## config.mk

```make
export PLATFORM = sky130hd
export DESIGN_NAME = utf8_stream_decoder_unit
export DESIGN_NICKNAME = d
export VERILOG_FILES = /design/src/usd_pkg.sv /design/src/usd_cfg.sv /design/src/usd_core.sv /design/src/usd_fifo.sv /design/src/utf8_stream_decoder_unit.sv
export SDC_FILE = /design/constraint.sdc
export NUM_CORES = 1
export LEC_CHECK = 0
export BUFFER_PORTS_ARGS = -buffer_cell sky130_fd_sc_hd__buf_2
export CAP_MARGIN = 20
export CORE_UTILIZATION = 53
export CTS_BUF_LIST = sky130_fd_sc_hd__clkbuf_16
export DETAILED_ROUTE_END_ITERATION = 7
export GPL_TIMING_DRIVEN = 1
export HOLD_SLACK_MARGIN = 0.1
export PLACE_DENSITY = 0.73
export SLEW_MARGIN = 5
export SYNTH_ARGS = -nofsm -noshare
export SYNTH_HDL_FRONTEND = slang
export SYNTH_HIERARCHICAL = 1
export SYNTH_SLANG_ARGS = --single-unit
```

## constraint.sdc

```tcl
create_clock -name aclk -period 6.65 [get_ports aclk]
set_input_delay 1.33 -clock aclk [delete_from_list [all_inputs] [get_ports aclk]]
set_output_delay 1.33 -clock aclk [all_outputs]
set_load 0.005 [all_outputs]
```

## src/usd_pkg.sv

```systemverilog
// Package for the UTF-8 stream decoder: result codes, the result record and
// the queue sizing. Depends on nothing; used by every module of the block.
`default_nettype none

package usd_pkg;

    localparam int COUNT_WIDTH_DEF = 16;
    localparam int FIFO_DEPTH = 8;
    localparam int FIFO_AW = $clog2(FIFO_DEPTH);
    localparam int APB_AW = 2;

    typedef enum logic [1:0] {
        ST_CHAR    = 2'd0,
        ST_END     = 2'd1,
        ST_INVALID = 2'd2,
        ST_PARTIAL = 2'd3
    } status_t;

    typedef struct packed {
        logic [30:0] code_point;
        status_t     status;
        logic [15:0] char_count;
        logic [15:0] bytes_read;
        logic        run_last;
    } usd_result_t;

    typedef struct packed {
        logic valid0;
        logic valid1;
    } usd_push_t;

    function automatic usd_result_t mk_result(input logic [30:0] cp, input status_t st,
                                              input logic [15:0] cc, input logic [15:0] br,
                                              input logic last);
        usd_result_t r;
        r.code_point = cp;
        r.status     = st;
        r.char_count = cc;
        r.bytes_read = br;
        r.run_last   = last;
        return r;
    endfunction

    function automatic logic [2:0] enc_len(input logic [30:0] v);
        logic [2:0] n;
        if (v < 31'h80)
            n = 3'd1;
        else if (v < 31'h800)
            n = 3'd2;
        else if (v < 31'h10000)
            n = 3'd3;
        else if (v < 31'h200000)
            n = 3'd4;
        else if (v < 31'h4000000)
            n = 3'd5;
        else
            n = 3'd6;
        return n;
    endfunction

endpackage

`default_nettype wire

```

## src/usd_cfg.sv

```systemverilog
// APB-style configuration port holding the partial_allowed register.
// Depends on usd_pkg for the address width.
`default_nettype none

module usd_cfg (
    input  wire logic                       aclk,
    input  wire logic                       aresetn,
    input  wire logic                       psel,
    input  wire logic                       penable,
    input  wire logic                       pwrite,
    input  wire logic [usd_pkg::APB_AW-1:0] paddr,
    input  wire logic [31:0]                pwdata,
    output logic [31:0]                     prdata,
    output logic                            pready,
    output logic                            partial_allowed
);
    import usd_pkg::*;

    logic partial_allowed_reg;
    logic partial_allowed_next;
    logic wr_en;

    assign pready = 1'b1;
    assign wr_en  = psel && penable && pwrite;

    always_comb begin
        partial_allowed_next = partial_allowed_reg;
        if (wr_en && (paddr == '0)) begin
            partial_allowed_next = pwdata[0];
        end
    end

    always_ff @(posedge aclk) begin
        if (!aresetn) begin
            partial_allowed_reg <= 1'b0;
        end else begin
            partial_allowed_reg <= partial_allowed_next;
        end
    end

    assign prdata          = {31'd0, partial_allowed_reg};
    assign partial_allowed = partial_allowed_reg;

endmodule

`default_nettype wire

```

## src/usd_core.sv

```systemverilog
// Decoder state and the per-byte decode, producing up to two results a byte.
// Depends on usd_pkg for the result record and the status codes.
`default_nettype none

module usd_core #(
    parameter int COUNT_WIDTH = usd_pkg::COUNT_WIDTH_DEF
) (
    input  wire logic          aclk,
    input  wire logic          aresetn,
    input  wire logic          partial_allowed,
    input  wire logic          in_valid,
    input  wire logic [7:0]    in_byte,
    input  wire logic          in_last,
    output usd_pkg::usd_push_t push,
    output usd_pkg::usd_result_t res0,
    output usd_pkg::usd_result_t res1
);
    import usd_pkg::*;

    localparam logic [COUNT_WIDTH-1:0] CNT_ONE = {{(COUNT_WIDTH-1){1'b0}}, 1'b1};

    logic [30:0]            acc_reg, acc_next;
    logic [2:0]             rem_reg, rem_next;
    logic [2:0]             seq_len_reg, seq_len_next;
    logic [COUNT_WIDTH-1:0] dc_reg, dc_next;
    logic [COUNT_WIDTH-1:0] bp_reg, bp_next;
    logic [COUNT_WIDTH-1:0] csp_reg, csp_next;
    logic                   discard_reg, discard_next;

    logic [COUNT_WIDTH-1:0] bp_inc;
    logic [COUNT_WIDTH-1:0] dc_inc;
    logic [30:0]            acc_shift;
    logic [2:0]             rem_dec;
    logic [2:0]             lead_len;
    logic [7:0]             lead_mask;
    status_t                partial_st;

    function automatic logic [15:0] to16(input logic [COUNT_WIDTH-1:0] x);
        logic [COUNT_WIDTH+15:0] e;
        e = {16'd0, x};
        return e[15:0];
    endfunction

    assign bp_inc     = (bp_reg == '1) ? bp_reg : bp_reg + CNT_ONE;
    assign dc_inc     = (dc_reg == '1) ? dc_reg : dc_reg + CNT_ONE;
    assign acc_shift  = {acc_reg[24:0], in_byte[5:0]};
    assign rem_dec    = rem_reg - 3'd1;
    assign partial_st = partial_allowed ? ST_END : ST_PARTIAL;

    always_comb begin
        if (in_byte[7:5] == 3'b110) begin
            lead_len  = 3'd2;
            lead_mask = 8'h1f;
        end else if (in_byte[7:4] == 4'b1110) begin
            lead_len  = 3'd3;
            lead_mask = 8'h0f;
        end else if (in_byte[7:3] == 5'b11110) begin
            lead_len  = 3'd4;
            lead_mask = 8'h07;
        end else if (in_byte[7:2] == 6'b111110) begin
            lead_len  = 3'd5;
            lead_mask = 8'h03;
        end else begin
            lead_len  = 3'd6;
            lead_mask = 8'h01;
        end
    end

    always_comb begin
        acc_next     = acc_reg;
        rem_next     = rem_reg;
        seq_len_next = seq_len_reg;
        dc_next      = dc_reg;
        bp_next      = bp_reg;
        csp_next     = csp_reg;
        discard_next = discard_reg;
        push         = '0;
        res0         = mk_result(31'd0, ST_END, to16(dc_reg), to16(bp_reg), 1'b1);
        res1         = mk_result(31'd0, ST_END, to16(dc_inc), to16(bp_inc), 1'b1);

        if (in_valid) begin
            if (discard_reg) begin
                if (in_last) begin
                    discard_next = 1'b0;
                    acc_next = '0; rem_next = '0; seq_len_next = '0;
                    dc_next = '0; bp_next = '0; csp_next = '0;
                end
            end else if (rem_reg == 3'd0) begin
                if (in_byte == 8'h00) begin
                    push.valid0  = 1'b1;
                    discard_next = !in_last;
                end else if (!in_byte[7]) begin
                    push.valid0 = 1'b1;
                    res0 = mk_result({23'd0, in_byte}, ST_CHAR, to16(dc_inc), to16(bp_inc),
                                     1'b0);
                    bp_next = bp_inc;
                    dc_next = dc_inc;
                    if (in_last) begin
                        push.valid1 = 1'b1;
                    end
                end else if ((in_byte[7:6] == 2'b10) || (in_byte[7:1] == 7'b1111111)) begin
                    push.valid0  = 1'b1;
                    res0.status  = ST_INVALID;
                    discard_next = !in_last;
                end else begin
                    csp_next     = bp_reg;
                    bp_next      = bp_inc;
                    acc_next     = {23'd0, in_byte & lead_mask};
                    seq_len_next = lead_len;
                    rem_next     = lead_len - 3'd1;
                    if (in_last) begin
                        push.valid0 = 1'b1;
                        res0.status = partial_st;
                    end
                end
                if (in_last && !discard_reg) begin
                    acc_next = '0; rem_next = '0; seq_len_next = '0;
                    dc_next = '0; bp_next = '0; csp_next = '0;
                end
            end else if (in_byte[7:6] == 2'b10) begin
                acc_next = acc_shift;
                bp_next  = bp_inc;
                rem_next = rem_dec;
                if (rem_dec != 3'd0) begin
                    if (in_last) begin
                        push.valid0 = 1'b1;
                        res0 = mk_result(31'd0, partial_st, to16(dc_reg), to16(csp_reg), 1'b1);
                    end
                end else if (enc_len(acc_shift) != seq_len_reg) begin
                    push.valid0  = 1'b1;
                    res0 = mk_result(31'd0, ST_INVALID, to16(dc_reg), to16(csp_reg), 1'b1);
                    discard_next = !in_last;
                end else begin
                    push.valid0  = 1'b1;
                    res0 = mk_result(acc_shift, ST_CHAR, to16(dc_inc), to16(bp_inc), 1'b0);
                    dc_next      = dc_inc;
                    acc_next     = '0;
                    seq_len_next = '0;
                    push.valid1  = in_last;
                end
                if (in_last) begin
                    acc_next = '0; rem_next = '0; seq_len_next = '0;
                    dc_next = '0; bp_next = '0; csp_next = '0;
                end
            end else begin
                push.valid0  = 1'b1;
                res0 = mk_result(31'd0, (in_byte == 8'h00) ? partial_st : ST_INVALID,
                                 to16(dc_reg), to16(csp_reg), 1'b1);
                discard_next = !in_last;
                if (in_last) begin
                    acc_next = '0; rem_next = '0; seq_len_next = '0;
                    dc_next = '0; bp_next = '0; csp_next = '0;
                end
            end
        end
    end

    always_ff @(posedge aclk) begin
        if (!aresetn) begin
            acc_reg     <= '0;
            rem_reg     <= '0;
            seq_len_reg <= '0;
            dc_reg      <= '0;
            bp_reg      <= '0;
            csp_reg     <= '0;
            discard_reg <= 1'b0;
        end else begin
            acc_reg     <= acc_next;
            rem_reg     <= rem_next;
            seq_len_reg <= seq_len_next;
            dc_reg      <= dc_next;
            bp_reg      <= bp_next;
            csp_reg     <= csp_next;
            discard_reg <= discard_next;
        end
    end

`ifndef SYNTH
    a_two_results_shape: assert property (@(posedge aclk) disable iff (!aresetn)
        push.valid1 |-> (push.valid0 && (res0.status == ST_CHAR) && res1.run_last))
        else $error("second result without a character before it");

    a_no_result_discarding: assert property (@(posedge aclk) disable iff (!aresetn)
        (in_valid && discard_reg) |-> !push.valid0)
        else $error("result produced while dropping bytes");

    a_final_flagged: assert property (@(posedge aclk) disable iff (!aresetn)
        (push.valid0 && (res0.status != ST_CHAR)) |-> res0.run_last)
        else $error("status result not marked final");

    a_last_clears: assert property (@(posedge aclk) disable iff (!aresetn)
        (in_valid && in_last) |=> ((rem_reg == 3'd0) && !discard_reg && (bp_reg == '0)
                                   && (dc_reg == '0)))
        else $error("string state not cleared after the last byte");
`endif

endmodule

`default_nettype wire

```

## src/usd_fifo.sv

```systemverilog
// Result queue taking up to two results a cycle and giving one a cycle while out_ready is high.
// Depends on usd_pkg for the result record and the queue depth.
`default_nettype none

module usd_fifo (
    input  wire logic                      aclk,
    input  wire logic                      aresetn,
    input  wire usd_pkg::usd_push_t        push,
    input  wire usd_pkg::usd_result_t      res0,
    input  wire usd_pkg::usd_result_t      res1,
    output logic [usd_pkg::FIFO_AW:0]      level,
    output logic                           out_valid,
    input  wire logic                      out_ready,
    output usd_pkg::usd_result_t           out_data
);
    import usd_pkg::*;

    usd_result_t        mem [FIFO_DEPTH];
    logic [FIFO_AW-1:0] wptr_reg, wptr_next;
    logic [FIFO_AW-1:0] rptr_reg, rptr_next;
    logic [FIFO_AW:0]   count_reg, count_next;
    logic [FIFO_AW-1:0] wptr_inc;
    logic               pop;

    assign out_valid = (count_reg != '0);
    assign pop       = out_valid && out_ready;
    assign out_data  = mem[rptr_reg];
    assign level     = count_reg;
    assign wptr_inc  = wptr_reg + {{(FIFO_AW-1){1'b0}}, 1'b1};

    always_comb begin
        wptr_next  = wptr_reg + {{(FIFO_AW-1){1'b0}}, push.valid0}
                              + {{(FIFO_AW-1){1'b0}}, push.valid1};
        rptr_next  = rptr_reg + {{(FIFO_AW-1){1'b0}}, pop};
        count_next = count_reg + {{FIFO_AW{1'b0}}, push.valid0}
                               + {{FIFO_AW{1'b0}}, push.valid1}
                               - {{FIFO_AW{1'b0}}, pop};
    end

    always_ff @(posedge aclk) begin
        if (push.valid0) begin
            mem[wptr_reg] <= res0;
        end
        if (push.valid1) begin
            mem[wptr_inc] <= res1;
        end
    end

    always_ff @(posedge aclk) begin
        if (!aresetn) begin
            wptr_reg  <= '0;
            rptr_reg  <= '0;
            count_reg <= '0;
        end else begin
            wptr_reg  <= wptr_next;
            rptr_reg  <= rptr_next;
            count_reg <= count_next;
        end
    end

endmodule

`default_nettype wire

```

## src/utf8_stream_decoder_unit.sv

```systemverilog
// Top level of the validating UTF-8 stream decoder.
// Depends on usd_pkg, usd_cfg, usd_core and usd_fifo.
//
//   channel  direction  handshake           payload
//   s_       in         s_valid / s_ready   s_data_byte, s_end_of_input
//   m_       out        m_valid / m_ready   m_code_point, m_status, m_char_count,
//                                           m_bytes_read, m_run_last
//   apb      in         psel / penable      paddr, pwdata, prdata (partial_allowed)
//
// One byte is taken per cycle into the input register while s_ready is high, and is decoded
// in the next cycle. Its results enter the queue at the following edge, which raises m_valid,
// and the first result can then be taken from the queue.
// A last byte that completes a character yields two results, which are read out one at
// a time; an eight-entry result queue absorbs them.
// s_ready drops when the queued results, plus two for a byte in the input register,
// would leave no room for two more.
// Reset is synchronous and needs no clearing pass.
`default_nettype none

module utf8_stream_decoder_unit #(
    parameter int COUNT_WIDTH = usd_pkg::COUNT_WIDTH_DEF
) (
    input  wire logic                       aclk,
    input  wire logic                       aresetn,
    input  wire logic                       s_valid,
    output logic                            s_ready,
    input  wire logic [7:0]                 s_data_byte,
    input  wire logic                       s_end_of_input,
    output logic                            m_valid,
    input  wire logic                       m_ready,
    output logic [30:0]                     m_code_point,
    output logic [1:0]                      m_status,
    output logic [15:0]                     m_char_count,
    output logic [15:0]                     m_bytes_read,
    output logic                            m_run_last,
    input  wire logic                       psel,
    input  wire logic                       penable,
    input  wire logic                       pwrite,
    input  wire logic [usd_pkg::APB_AW-1:0] paddr,
    input  wire logic [31:0]                pwdata,
    output logic [31:0]                     prdata,
    output logic                            pready
);
    import usd_pkg::*;

    localparam logic [FIFO_AW+1:0] READY_LIMIT = (FIFO_AW+2)'(FIFO_DEPTH - 2);

    logic             in_valid_reg, in_valid_next;
    logic [7:0]       in_byte_reg;
    logic             in_last_reg;
    logic             partial_allowed;
    usd_push_t        push;
    usd_result_t      res0;
    usd_result_t      res1;
    usd_result_t      out_data;
    logic [FIFO_AW:0] level;
    logic [FIFO_AW+1:0] reserved;

    assign reserved      = {1'b0, level} + (in_valid_reg ? (FIFO_AW+2)'(2) : '0);
    assign s_ready       = (reserved <= READY_LIMIT);
    assign in_valid_next = s_valid && s_ready;

    always_ff @(posedge aclk) begin
        if (!aresetn) begin
            in_valid_reg <= 1'b0;
        end else begin
            in_valid_reg <= in_valid_next;
        end
    end

    always_ff @(posedge aclk) begin
        if (in_valid_next) begin
            in_byte_reg <= s_data_byte;
            in_last_reg <= s_end_of_input;
        end
    end

    usd_cfg u_cfg (
        .aclk            (aclk),
        .aresetn         (aresetn),
        .psel            (psel),
        .penable         (penable),
        .pwrite          (pwrite),
        .paddr           (paddr),
        .pwdata          (pwdata),
        .prdata          (prdata),
        .pready          (pready),
        .partial_allowed (partial_allowed)
    );

    usd_core #(
        .COUNT_WIDTH (COUNT_WIDTH)
    ) u_core (
        .aclk            (aclk),
        .aresetn         (aresetn),
        .partial_allowed (partial_allowed),
        .in_valid        (in_valid_reg),
        .in_byte         (in_byte_reg),
        .in_last         (in_last_reg),
        .push            (push),
        .res0            (res0),
        .res1            (res1)
    );

    usd_fifo u_fifo (
        .aclk      (aclk),
        .aresetn   (aresetn),
        .push      (push),
        .res0      (res0),
        .res1      (res1),
        .level     (level),
        .out_valid (m_valid),
        .out_ready (m_ready),
        .out_data  (out_data)
    );

    assign m_code_point = out_data.code_point;
    assign m_status     = out_data.status;
    assign m_char_count = out_data.char_count;
    assign m_bytes_read = out_data.bytes_read;
    assign m_run_last   = out_data.run_last;

endmodule

`default_nettype wire
```

### After elaboration in Yosys (flattened, before gate mapping)

Memory sizes are Yosys's and may differ from the RTL's. A register that Yosys moved wholly into a read port is not among the register bits.
Cells that the tools add are included.

* memories: 1
* word-level logic and storage cells: 189
* memory bits (writable): 528
* flip-flop bits (word level): 107
* output and inout port bits: 101

Memories
* u_fifo.mem: words 8, width 66, rd ports 1, clocked after Yosys merged registers in 1, write ports 2, line usd_fifo.sv:18 `usd_result_t mem [FIFO_DEPTH];`

* $lt $le $gt $ge: 6
* equality and inequality tests: 16
* add/sub/neg operators: 12
* multiplexer cells: 121
* reductions and logical operators: 18
* bitwise gates (word level): 1

Operators with widths (count)
* 66-bit 2-to-1 mux: 7
* 16-bit 2-to-1 mux: 28
* 31-bit 2-to-1 mux: 11
* 3-bit 2-to-1 mux: 33
* 35-bit 2-to-1 mux: 1
* 33-bit 2-to-1 mux: 1
* 16-bit by 1-bit adder with 16-bit output (second input constant): 2
* 16-bit equality test (second input constant): 2
* 31-bit by 12-bit less-than comparator with 1-bit output (second input constant): 1
* 31-bit by 17-bit less-than comparator with 1-bit output (second input constant): 1
* 31-bit by 22-bit less-than comparator with 1-bit output (second input constant): 1
* 31-bit by 27-bit less-than comparator with 1-bit output (second input constant): 1
* 31-bit by 8-bit less-than comparator with 1-bit output (second input constant): 1
* 1-bit 2-to-1 mux: 24
* 2-bit 2-to-1 mux: 12
* 8-bit 2-to-1 mux: 3
* 4-bit by 3-bit != test with 1-bit output (second input constant): 4
* 5-bit by 3-bit != test with 1-bit output (second input constant): 2
* 3-bit by 1-bit adder with 3-bit output: 3
* 4-bit by 1-bit adder with 4-bit output: 2
* 8-bit AND: 1
* 8-bit logical NOT: 1
* 7-bit equality test (second input constant): 1
* 7-bit 2-to-1 mux: 1
* 23 further kinds: 30

### Longest topological paths before layout

Gate-level depths: netlist of run 1.

* depth in word-level cells: 21
* gate-level depth with buffers: 16
* depth with buffers taken out: 15

### By module

The synthesis of run 1 kept the hierarchy.

By module, submodules not included
* usd_fifo: cells an instance 1427, times used 1, area each 26695.6 µm²
* usd_core: cells an instance 791, times used 1, area each 5840.6 µm²
* utf8_stream_decoder_unit: cells an instance 21, times used 1, area each 359.1 µm²
* usd_cfg: cells an instance 41, times used 1, area each 302.8 µm²

### Worst setup path after synthesis of run 1

Ideal clock, no wire load.

* kind: reg-to-reg
* start point: reg u_core.rem_reg[0]
* end point: mem u_fifo/mem[2][0] (netlist bit), enable pin
* arrival: 6.743 ns
* slack: -0.685 ns
* required time: 6.059 ns
* cell stages (with the launch flop): 12
* path through: dfxtp_1 > inv_1 > ha_1 > nand2b_1 > clkbuf_1 > clkbuf_1 > a21oi_1 > o21ai_0 > nor2_1 > nor2_1 > nand2_1 > o32ai_1

RTL lines
* start: declaration: line usd_core.sv:23 `logic [2:0] rem_reg, rem_next;`
* start signal: assignment: line usd_core.sv:169 `rem_reg <= rem_next;`
* end: declaration: line usd_fifo.sv:18

==> results of run 1 <==
[worst register-to-register path, delay by kind of cell (launching register included)]
kind | cells | cell delay, ns
AND/OR/NAND/NOR | 7 | 3.09
flip-flops | 1 | 0.33
buffers and inverters | 1 | 0.45
AO/OA/AOI/OAI | 2 | 1.07
[synth_stat cells, drive strengths merged, types with 23 or more instances]
cell | number | area share, %
nor3 | 23 | 0.38
xnor2 | 26 | 0.71
o21ai | 47 | 0.71
mux2 | 603 | 20
nor2 | 107 | 1.2
nand3 | 46 | 0.69
buf | 146 | 2.8
inv | 27 | 0.31
edfxtp | 537 | 49
mux4 | 132 | 9.0
nand2 | 67 | 0.76
clkbuf | 87 | 0.99
and2 | 40 | 0.75
a22oi | 55 | 1.2
a21oi | 26 | 0.39
dfxtp | 92 | 5.5
[worst paths after layout]
check / from / end / slack (ns) / cells past startpoint
setup / recovery: u_core/acc_reg[20]$_SDFFE_PN0P_ / u_fifo/mem[1][53]$_DFFE_PP_ / 1.25 / 10
hold / removal: u_core/csp_reg[8]$_SDFFE_PN0P_ / u_core/csp_reg[8]$_SDFFE_PN0P_ / 0.51 / 2
setup reg to reg: u_core/acc_reg[20]$_SDFFE_PN0P_ / u_fifo/mem[1][53]$_DFFE_PP_ / 1.25 / 10
hold reg to reg: u_core/csp_reg[8]$_SDFFE_PN0P_ / u_core/csp_reg[8]$_SDFFE_PN0P_ / 0.51 / 2
[cell type report]
cell class | count | share of cell area [%]
sequential | 629 | 49.4
inverter | 28 | 0.289
tap | 837 | 2.88
timing repair buffer | 140 | 2.62
clock inverter | 47 | 0.773
clock buffer | 71 | 4.88
multi-input combinational | 1452 | 39.2
[metal layers]
metal	up-vias	routed length [microns]
li1	8890	-
met1	10500	33900
met2	760	41500
met3	189	5240
met4	2	2630
met5	-	32
[power groups by stage]
| stage | registers [mW] | clock network, mW | logic [mW] |
|---|---|---|---|
| after global placement | 4.63 | 0 | 1.74 |
| after CTS | 4.56 | 3.62 | 1.78 |
| after floorplan | 4.55 | 0 | 1.25 |
| after detailed placement | 4.64 | 0 | 1.77 |
| after global routing | 4.57 | 3.75 | 1.90 |
| final | 4.56 | 3.55 | 1.79 |
[cells by family (layout without fill, tap and decap cells)]
logic type,Yosys count,count (layout),synth area share (%)
compound gates,231,231,4.94
xor+xnor,40,40,1.10
fa+ha+maj,19,19,0.784
buf+inv,261,286,4.12
flops,629,629,54.1
mux,739,739,29.5
other cells,4,66,0.0452
simple gates,357,357,5.36
[through the flow]
stage          power, mW  util [%]  instances
6_report            9.90      58.9       3204
3_5_place_dp        6.41      55.5       3082
3_3_place_gp        6.37      55.5       3082
5_1_grt             10.2      58.9       3204
4_1_cts             9.95      58.8       3200
2_1_floorplan       5.80         -       2342
==> run metrics, run 1 <==
Layout area overhead=9.69%; Vias/cell=6.34; worst slew pin tran=1.14 ns; Sequential Area=18000 sq um; GRT Util Overall=26.3%; # Post-CTS Setup Buffers=0; combinational share of power=18.0%; asr flop ratio synth=0%; CP max stage delay=0.63 ns; Pre-antenna DRT Iters=8; Seq/Total Area, Yosys=54.1%; P per Cell Area=272 nW/um^2; CP Max Fanout=56; switching fraction of total power=26.4%; Total Nets Final=2387; Critical Path End Type=flop; WP data arrival=5.64 ns; core area=61800 sq um; initial antenna violation count=0; outcome=finished clean; Int Power=7.28 mW; Multi-input gate area=14300 sq um; post-place setup slack=1.45 ns; CP Class=flop to flop; # IOs=151; hold-fix buffers at CTS=0; Min Clock Period, post-route=5.40 ns; final slew viol count=0; period utilization=81.2%; max reg flops=528; HP Class=flop to flop; Critical Path, Cell by Cell=or4_1 -> or2_2 -> o41a_1 -> nor3b_4 -> nor2_2 -> nor2_1 -> nor3b_1 -> nand2_4 -> o21ai_4 -> buf_12; H-Tree Depth=3; met1 Use GR=34.6%; syn avg cell area=14.6 sq um; number of global-route vias before repair=20.7k; clock power share=35.9%; Worst Path Required=6.89 ns; GRT met3 Usage=3.66%; Peak Freq=185 MHz; First DRT Iteration DRCs=1853; Post-synth EDFFs=537; fin worst setup slack=1.25 ns; Worst VDD drop=0.173 mV; Fin. Hold Viols=0; Total Wirelength=83300 microns; Clk Tree Root Cell=clkbuf_16; Worst Path Buf+Inv=1; Worst-path clk slew=0.06 ns; pin count of the biggest net entering global routing=71; starting density of the core=53.7%; GRT Max-Usage Layer=met2; TritonCTS clock tree=yes; number of diodes=0; P_leak=13.1 nW; part of the power in registers=46.1%; Worst setup SP type=flop; grt met2 use=44.5%; RSZ-0062 raised after global routing=no; port bufs=87; die height=252 microns; MaxCap Viol Count=0; fin area=36400 sq um; Clk Latency, worst-skew pair=0.62 ns; DP HPWL=47100 microns; # setup viols final=0; Die X=252 microns; top_reg_cell synth=edfxtp_1; Switch Pwr=2.61 mW; Hold Slack=0.508 ns; Remaining DRCs=0; Congestion Overflow GR=0; crit-path leading delay family=simple AND/OR/NAND/NOR gates; commonest non-fill, non-tap cells in the layout=edfxtp_1, mux2_2, mux2_1; Resize count post-CTS=0; drt wl/cell=26.0 microns; Clock Skew=0.0314 ns; Synth cell types=84; Final ANT Viol Nets=0; row cnt=91; share of layout cells above drive strength 1=35.6%; synthesis-stage register bit count=629; Cell Area, Placed=34300 sq um; most common library cell in the layout ignoring fill and taps=edfxtp_1; clk sinks=629; Slowest cell on crit path=o41a_1; CTS Buf Count=67; Post-Syn Instances=2280; Ys Warns=6; GPL Wtd Cong=0.918; first-pass GRT wire length=126000 microns; area of the die=63600 sq um; Synth Cell Area=33200 sq um; CTS Buffer Depth=3; Final TNS setup=0 ns; Worst slew margin=23.7%; filler cell count in the final layout=4722; Vias=20.3k
(Power assumes the default switching activity.)
==> run 2, diff against run 1 <==
==> constraint.sdc (replaced) <==
create_clock -name aclk -period 4.9 [get_ports aclk]
set_input_delay 0.98 -clock aclk [delete_from_list [all_inputs] [get_ports aclk]]
set_output_delay 0.98 -clock aclk [all_outputs]
set_load 0.005 [all_outputs]
==> run metrics, run 2 (synthesized netlist as in run 1, its figures left out) <==
CP Max Fanout=27 (-52%); R2R cell count=14 (+4); Vias/cell=6.33 (-0.26%); Hold Slack=0.508 ns (-0.000254 ns); switching fraction of total power=26.7% (+0.25 points); commonest non-fill, non-tap cells in the layout=edfxtp_1, mux2_2, mux2_1; Sequential Area=18000 sq um (unchanged); Remaining DRCs=0 (unchanged); Die X=252 microns (unchanged); Int Power=9.91 mW (+36%); pin count of the biggest net entering global routing=81 (+14%); r2r endpoint=u_fifo/mem[5][5]$_DFFE_PP_; Total Wirelength=84200 microns (+1.1%); Layout area overhead=10.8%; Worst slew margin=24.7% (+1.1 points); Clock Skew=0.0422 ns (+0.0108 ns); clock power share=35.7% (-0.2 points); GRT met3 Usage=3.59% (-0.062 points); Vias=20.5k (+0.64%); H-Tree Depth=3 (unchanged); Critical Path End Type=flop; part of the power in registers=46.1% (about the same); Fin. Hold Viols=0 (unchanged); DP HPWL=49200 microns (+4.4%); Worst R2R Start=u_core/rem_reg[0]$_SDFFE_PN0P_; Worst Hold End=u_core/csp_reg[0]$_SDFFE_PN0P_; area of the die=63600 sq um (unchanged); post-layout util=59.5% (+0.60 points); Min Clock Period, post-route=4.74 ns (-0.661 ns); Pre-antenna DRT Iters=7 (-1); core area=61800 sq um (unchanged); met1 Use GR=35.9% (+1.3 points); Worst setup SP type=flop; number of diodes=0 (unchanged); outcome=finished clean; RSZ-0062 raised after global routing=no; hold-fix buffers at CTS=0 (unchanged); worst slew pin tran=1.13 ns (-0.0188 ns); Worst VDD drop=0.255 mV (+47%); die height=252 microns (unchanged); Total Nets Final=2410 (+0.96%); Clk Tree Root Cell=clkbuf_16; # IOs=151 (unchanged); P_leak=13.2 nW (+0.74%); final slew viol count=0 (unchanged); port bufs=87 (unchanged); share of layout cells above drive strength 1=35.8% (+0.24 points); fin area=36800 sq um (+1.0%); GPL Wtd Cong=0.912 (-0.60%); Multi-input gate area=14300 sq um (unchanged); CTS Buffer Depth=3 (unchanged); filler cell count in the final layout=4686 (-0.76%); period utilization=96.7% (+16 points); grt met2 use=44.3% (-0.24 points); TritonCTS clock tree=yes; CTS Buf Count=69 (+3.0%); WP data arrival=5.00 ns (-0.64 ns); clk sinks=629 (unchanged); drt wl/cell=26.1 microns (+0.19%); HP Class=flop to flop; Resize count post-CTS=0 (unchanged); Setup crit start=u_core/rem_reg[0]$_SDFFE_PN0P_; Clk Latency, worst-skew pair=0.62 ns (about the same); max reg flops=528 (unchanged); Worst-path clk slew=0.06 ns (about the same); Hold Path Stages=2 (unchanged); final cell count without fillers=3233 (+0.91%); row cnt=91 (unchanged); P per Cell Area=367 nW/um^2 (+35%); # setup viols final=0 (unchanged); Cell Area, Placed=34700 sq um (+1.1%); Switch Pwr=3.60 mW (+38%); dpl cells=3106 (+0.78%); combinational share of power=18.2% (+0.2 points); r2r setup slk=0.16 ns (-1.09 ns); most common library cell in the layout ignoring fill and taps=edfxtp_1; Peak Freq=211 MHz (+14%); # Post-CTS Setup Buffers=0 (unchanged); initial antenna violation count=0 (unchanged); GRT Util Overall=26.7% (+0.40 points); first-pass GRT wire length=127000 microns (+1.4%); CP Class=flop to flop; Worst Hold Launch=u_core/csp_reg[0]$_SDFFE_PN0P_; Worst Path Required=5.16 ns (-1.73 ns); First DRT Iteration DRCs=1936 (+4.5%); starting density of the core=53.7% (unchanged); GRT Max-Usage Layer=met2; Final ANT Viol Nets=0 (unchanged); number of global-route vias before repair=20.8k (+0.51%); MaxCap Viol Count=0 (unchanged); Congestion Overflow GR=0 (unchanged)
[run 2: cell types whose count changed in the layout (fill, tap and decap cells not counted), sizes merged]
| cell | change |
|---|---|
| buf | +24 |
| bufinv | -1 |
| clkbuf | -3 |
| clkinv | -1 |
| inv | +10 |
[run 2: per-stage QoR]
step,worst slack [ns],power [mW],TNS (ns)
after floorplan,-0.532,7.86,-72.96
after global placement,0.329,8.75,0
after detailed placement,0.321,8.80,0
after CTS,0.255,13.6,0
after global routing,0.0132,14.0,0
final,0.163,13.5,0
[run 2: worst max path at each step]
stage	end	slack, ns	cells after the start
2_1_floorplan	u_fifo/mem[3][0]$_DFFE_PP_	-0.53	12
3_3_place_gp	u_fifo/mem[5][20]$_DFFE_PP_	0.33	12
3_5_place_dp	u_fifo/mem[5][15]$_DFFE_PP_	0.32	14
4_1_cts	u_fifo/mem[5][5]$_DFFE_PP_	0.26	14
5_1_grt	u_fifo/mem[5][5]$_DFFE_PP_	0.01	14
6_report	u_fifo/mem[5][5]$_DFFE_PP_	0.16	14
[run 2: power by group through the flow]
| stage | logic (mW) | registers (mW) | clock network, mW |
|---|---|---|---|
| global route | 2.64 | 6.24 | 5.09 |
| floorplan | 1.70 | 6.16 | 0 |
| finish | 2.47 | 6.22 | 4.82 |
| global placement | 2.42 | 6.32 | 0 |
| detailed placement | 2.46 | 6.34 | 0 |
| CTS | 2.47 | 6.23 | 4.89 |
[run 2: layout make-up]
class                   instances  share of cell area [%]
clock buffers                  71                    4.83
clock inverters                55                   0.830
repair buffers                161                    3.53
multi-input cells            1452                    38.8
well taps                     837                    2.85
flip-flops and latches        629                    48.9
inverters                      28                   0.286
[run 2: per-layer routing]
metal | part of all wire (%) | vias to the layer above
met5 | 0 | -
met4 | 2.9 | 0
met3 | 7.0 | 167
met2 | 49 | 887
met1 | 41 | 10500
li1 | - | 8941
[run 2: critical path: stages, from the launching register on]
cell and delay (ns):
dfxtp_1 0.38, inv_1 0.09, ha_1 0.21, xnor2_1 0.25
nand2_1 0.19, nor2_1 0.33, o2111a_1 0.46, nor3b_4 0.27
nor2_2 0.07, nor2_1 0.10, buf_4 0.18, nor3b_1 0.59
nand2_4 0.37, o21ai_4 0.50, buf_12 0.32
